<file path="src/rtl/rfc_pkg.sv">
package rfc_pkg;

  // Frame layout and buffer limits
  localparam int RX_BUFFER_BYTES = 64;
  localparam int LENGTH_OFFSET   = 16;
  localparam int RX_MARGIN       = 17;
  localparam int SEQ_OFFSET      = 2;
  localparam int HEADER_BYTES    = 2;

  localparam logic [7:0] HEADER_BYTE = 8'hAA;
  localparam logic [7:0] TAIL_BYTE   = 8'hBB;
  localparam logic [7:0] CRC_POLY    = 8'h8C;

  // Byte offset counter and the width used for offset arithmetic
  localparam int POS_W = 9;
  localparam int CMP_W = POS_W + 1;

  // Length check: LENGTH_OFFSET + 1 + L must stay below this
  localparam int LEN_LIMIT = RX_BUFFER_BYTES - RX_MARGIN;

  // Verdict codes
  typedef enum logic [2:0] {
    ERR_OK     = 3'd0,
    ERR_HEADER = 3'd1,
    ERR_LENGTH = 3'd2,
    ERR_TAIL   = 3'd3,
    ERR_CRC    = 3'd4
  } err_code_e;

endpackage

</file>
<file path="src/rtl/rfc_crc8.sv">
module rfc_crc8
  import rfc_pkg::*;
(
  input  logic [7:0] crc_i,
  input  logic [7:0] byte_i,
  output logic [7:0] crc_o
);

  // Reflected CRC-8, one byte per call, eight bit steps unrolled
  always_comb begin
    logic [7:0] c;
    c = crc_i ^ byte_i;
    for (int k = 0; k < 8; k++) begin
      if (c[0]) begin
        c = (c >> 1) ^ CRC_POLY;
      end else begin
        c = c >> 1;
      end
    end
    crc_o = c;
  end

endmodule

</file>
<file path="config.mk">
export PLATFORM = sky130hd
export DESIGN_NAME = rfc_crc8
export DESIGN_NICKNAME = d
export VERILOG_FILES = /design/src/rtl/rfc_pkg.sv /design/src/rtl/rfc_crc8.sv
export SDC_FILE = /design/constraint.sdc
export NUM_CORES = 1
export LEC_CHECK = 0
export ABC_AREA = 1
export ABC_CLOCK_PERIOD_IN_PS = 2300
export BUFFER_PORTS_ARGS = -buffer_cell sky130_fd_sc_hd__buf_4
export CELL_PAD_IN_SITES_DETAIL_PLACEMENT = 1
export CELL_PAD_IN_SITES_GLOBAL_PLACEMENT = 2
export CORE_UTILIZATION = 21
export DETAILED_ROUTE_END_ITERATION = 8
export PLACE_DENSITY = 0.85
export SLEW_MARGIN = 20
export SYNTH_ARGS = -nofsm -noshare
export SYNTH_HDL_FRONTEND = slang
export SYNTH_SLANG_ARGS = --single-unit
</file>
<file path="constraint.sdc">
create_clock -name vclk -period 2.3
set_clock_uncertainty 0.1 [all_clocks]
set_input_delay 0.115 -clock vclk [all_inputs]
set_output_delay 0.115 -clock vclk [all_outputs]
set_load 0.1 [all_outputs]
</file>
After elaboration in Yosys (flattened, before gate mapping)
Index checks and enable logic that the tools add are counted.

storage, ports and cells
  register bits after elaboration = 0
  bits in latches = 0
  RAM bits = 0
  ROM bits = 0
  input bits = 16
  output and inout bits = 8
  logic and storage cells = 17
  memories = 0

cells by class
  add/sub/neg operators = 0
  multiply operators = 0
  divide/modulo/power cells = 0
  order comparisons = 0
  equality and inequality tests = 0
  shifts and indexed selects = 0
  muxes and demuxes = 8
  bitwise gates (word level) = 9
  reductions and logical operators = 0

operator list
  operator       count
  $mux W8        8
  $not A2 Y3     8
  $xor A8 B8 Y8  1

Longest topological paths before layout
  depth after elaboration = 17
  gate-level depth with buffers = 9
  gate-level depth less buffers = 9

Worst setup path before layout
OpenSTA, ideal clock, no wires.

  kind = input to output
  from = input crc_i[4]
  to = output crc_o[7]
  data arrival time = 1.971 ns
  required time = 2.085 ns
  path slack = 0.114 ns
  stages on the path = 9
  path buffers = 0
  cells stage by stage = inv_1 nand2_1 nand2_1 nand2_1 nand2_1 nand2_1 nand2_1 nand2_1 nand2_1

on the way
  cells in the longest elaborated chain, start to end = 11

RTL lines
  item                      RTL line        RTL
  from (decl)               rfc_crc8.sv:4   input logic [7:0] crc_i,
  $xor A8 B8 Y8 (*)         rfc_crc8.sv:12  c = crc_i ^ byte_i;
  $not A2 Y3 (no line)      -
  $mux W8 (*)               rfc_crc8.sv:14  if (c[0]) begin
  $not A2 Y3 (no line)      -
  $mux W8 (*) (7 in a row)  rfc_crc8.sv:14
  to (decl)                 rfc_crc8.sv:6   output logic [7:0] crc_o

Every way passes the cells marked *; elsewhere a longest branch is shown, timed or not.

Worst setup path after layout
  from = input byte_i[7]
  to = output crc_o[2]

on the way
  cells in the longest elaborated chain, start to end = 11

RTL lines
  item                      RTL line        RTL
  from (decl)               rfc_crc8.sv:5   input logic [7:0] byte_i,
  $xor A8 B8 Y8 (*)         rfc_crc8.sv:12
  $mux W8 (*) (3 in a row)  rfc_crc8.sv:14
  $not A2 Y3 (no line)      -
  $mux W8 (*)               rfc_crc8.sv:14
  $not A2 Y3 (no line)      -
  $mux W8 (*) (4 in a row)  rfc_crc8.sv:14

Marks and branches as above.

==> metrics.cfg <==
[status]
status=complete, no violations

[detailed_routing]
dr_wl_met2_um=641
top_layer=met3
ant_nets=0
wl_met3_um=40
firstDrtPassIters=2
drc=0
vias=638
via_per_inst=4.170
finalWirelength_mm=1.249
wl_per_cell_um=8.163
m1WireLength_um=567
first_iter_violations=6

[layout]
final_common_cell=nand2_1
nFillCells=291
fin_nets=144
syn2layout_area_growth_pct=48.03
final_cell_mix=nand2_1, buf_4, inv_1
diodes=0
n_clock_buffer=0
drive_gt1_share_pct=26.19
seq_cell_count=0
seq_area_um2=0

[grt]
track_usage_pct=10.76
grt_max_degree=6
grt_overflow=0
grt_pass1_vias=512
antenna_found_initial=0
grt_pass1_wl_mm=1.897

[power]
ir_drop_mv=0.2575
pwr-share-seq_pct=0
power.density_nw_per_um2=594.9
intPower_w=0.00009218
p_clk_share_pct=0
power_leakage_nw=0.4601
netSwitchingPower_w=0.0003001
p_sw_share_pct=76.50
p_comb_share_pct=100.0

[logic_synthesis]
synthMuxAreaShare_pct=0
synth.distinct_cells=9
synth_cells=102
yosysWarnings=0
ys_seq_area_share_pct=0
synth_nets=118
synth_top_family_by_area=simple AND/OR/NAND/NOR gates
synthSimpleGateAreaFrac_pct=75.00
synthXorXnorAreaFrac_pct=11.52
synth_fa_ha_area_share_pct=0
syn-cell-area_um2=445.4
syn_area_per_cell_um2=4.367
synth_compound_area_share_pct=0

[worst_setup_path]
crit_path_cell_trace=buf_4, xor2_1, inv_2, nand2_1, nand2_1, inv_1, nand2_1, nand2_1, buf_4
critical_path.slowest_cell=xor2_1
critPathKind=in -> out
worstPathArrival_ps=1270
cp_max_fo=5
slowest_delay_ps=360
start_kind=input pin
required_ps=2090
cp_common_cell=nand2_1
end_kind=output pin

[die]
core_um2=1982
rows=16
num_io_pins=24
die_h_um=48.06
die_area_um2=2309
initial_core_util_pct=22.47
die_w_um=48.06

[sta]
hold_viol=0
fin_crit_ps=1486
setup_viol=0
period_share_pct=64.61
fin_tns_setup_ps=0
timing.hold.ws_ps=650.7
clock.fmax_mhz=672.9
max_slew.worst_pin.slew_ps=415.6
maxSlewViolCount=0
max_slew_margin_pct=72.20
rsz0062_at_grt=false

[place]
place_congestion=0.7990
io_buffers=24
dp_hpwl_mm=1.156

[worst_hold_path]
hp-class=in -> out

[clocking]
cts_hold_buf=0
cts_setup_buffers=0
post_cts_resized=0

[run]
drv_cap=0

## synth_stat cells
cell	instances	area share (%)
xnor2_2	1	3.7
nand2_2	5	7.0
nand3_1	6	6.7
nor2_4	1	2.5
inv_2	1	0.84
nor2_2	1	1.4
inv_1	15	13
nand2_1	68	57
xor2_1	4	7.9
## final cells by class
cell class	instances	area [um2]	area share, %
inverter	16	60.06	9.108
multi-input combinational	86	385.4	58.44
tap	27	33.78	5.123
timing repair buffer	24	180.2	27.32
## worst paths after layout
path	from	to	slack, ps	cells past startpoint
worst min-delay path	byte_i[1]	crc_o[5]	650	5
worst max-delay path	byte_i[7]	crc_o[2]	810	9
## through the flow
stage / worst slack (ps) / utilization, % / total power (W) / instance area (um2) / std cells
2_1_floorplan: 113.7 / - / 0.0003055 / 445.4 / 102
5_1_grt: 671.8 / 33.27 / 0.0004178 / 659.4 / 153
4_1_cts: 783.2 / 33.27 / 0.0003962 / 659.4 / 153
6_report: 813.9 / 33.27 / 0.0003923 / 659.4 / 153
3_3_place_gp: 803.8 / 33.27 / 0.0003925 / 659.4 / 153
3_5_place_dp: 787.6 / 33.27 / 0.0003955 / 659.4 / 153
## power groups by stage
| stage | logic (W) | registers [W] | clock network [W] |
|---|---|---|---|
| 2_1_floorplan | 0.000306 | 0 | 0 |
| 3_3_place_gp | 0.000393 | 0 | 0 |
| 3_5_place_dp | 0.000396 | 0 | 0 |
| 4_1_cts | 0.000396 | 0 | 0 |
| 5_1_grt | 0.000418 | 0 | 0 |
| 6_report | 0.000392 | 0 | 0 |
## logic make-up (layout without fill, tap and decap cells)
logic type / after synthesis / after routing
and+or+nand+nor: 81 / 81
xor gates and xnor gates: 5 / 5
buffers and inverters: 16 / 40
## worst max-delay path, delay by kind of cell
kind | cells | cell delay [ps]
xor gates and xnor gates | 1 | 360
buffers and inverters | 4 | 550
and+or+nand+nor | 4 | 250
## per-layer routing
layer  track usage, %  up-vias
met5                0        -
met1            14.51      280
met4                0        0
met3                0        0
met2            20.27       12
li1                 -      346
Power figures use the tool's default switching activity.
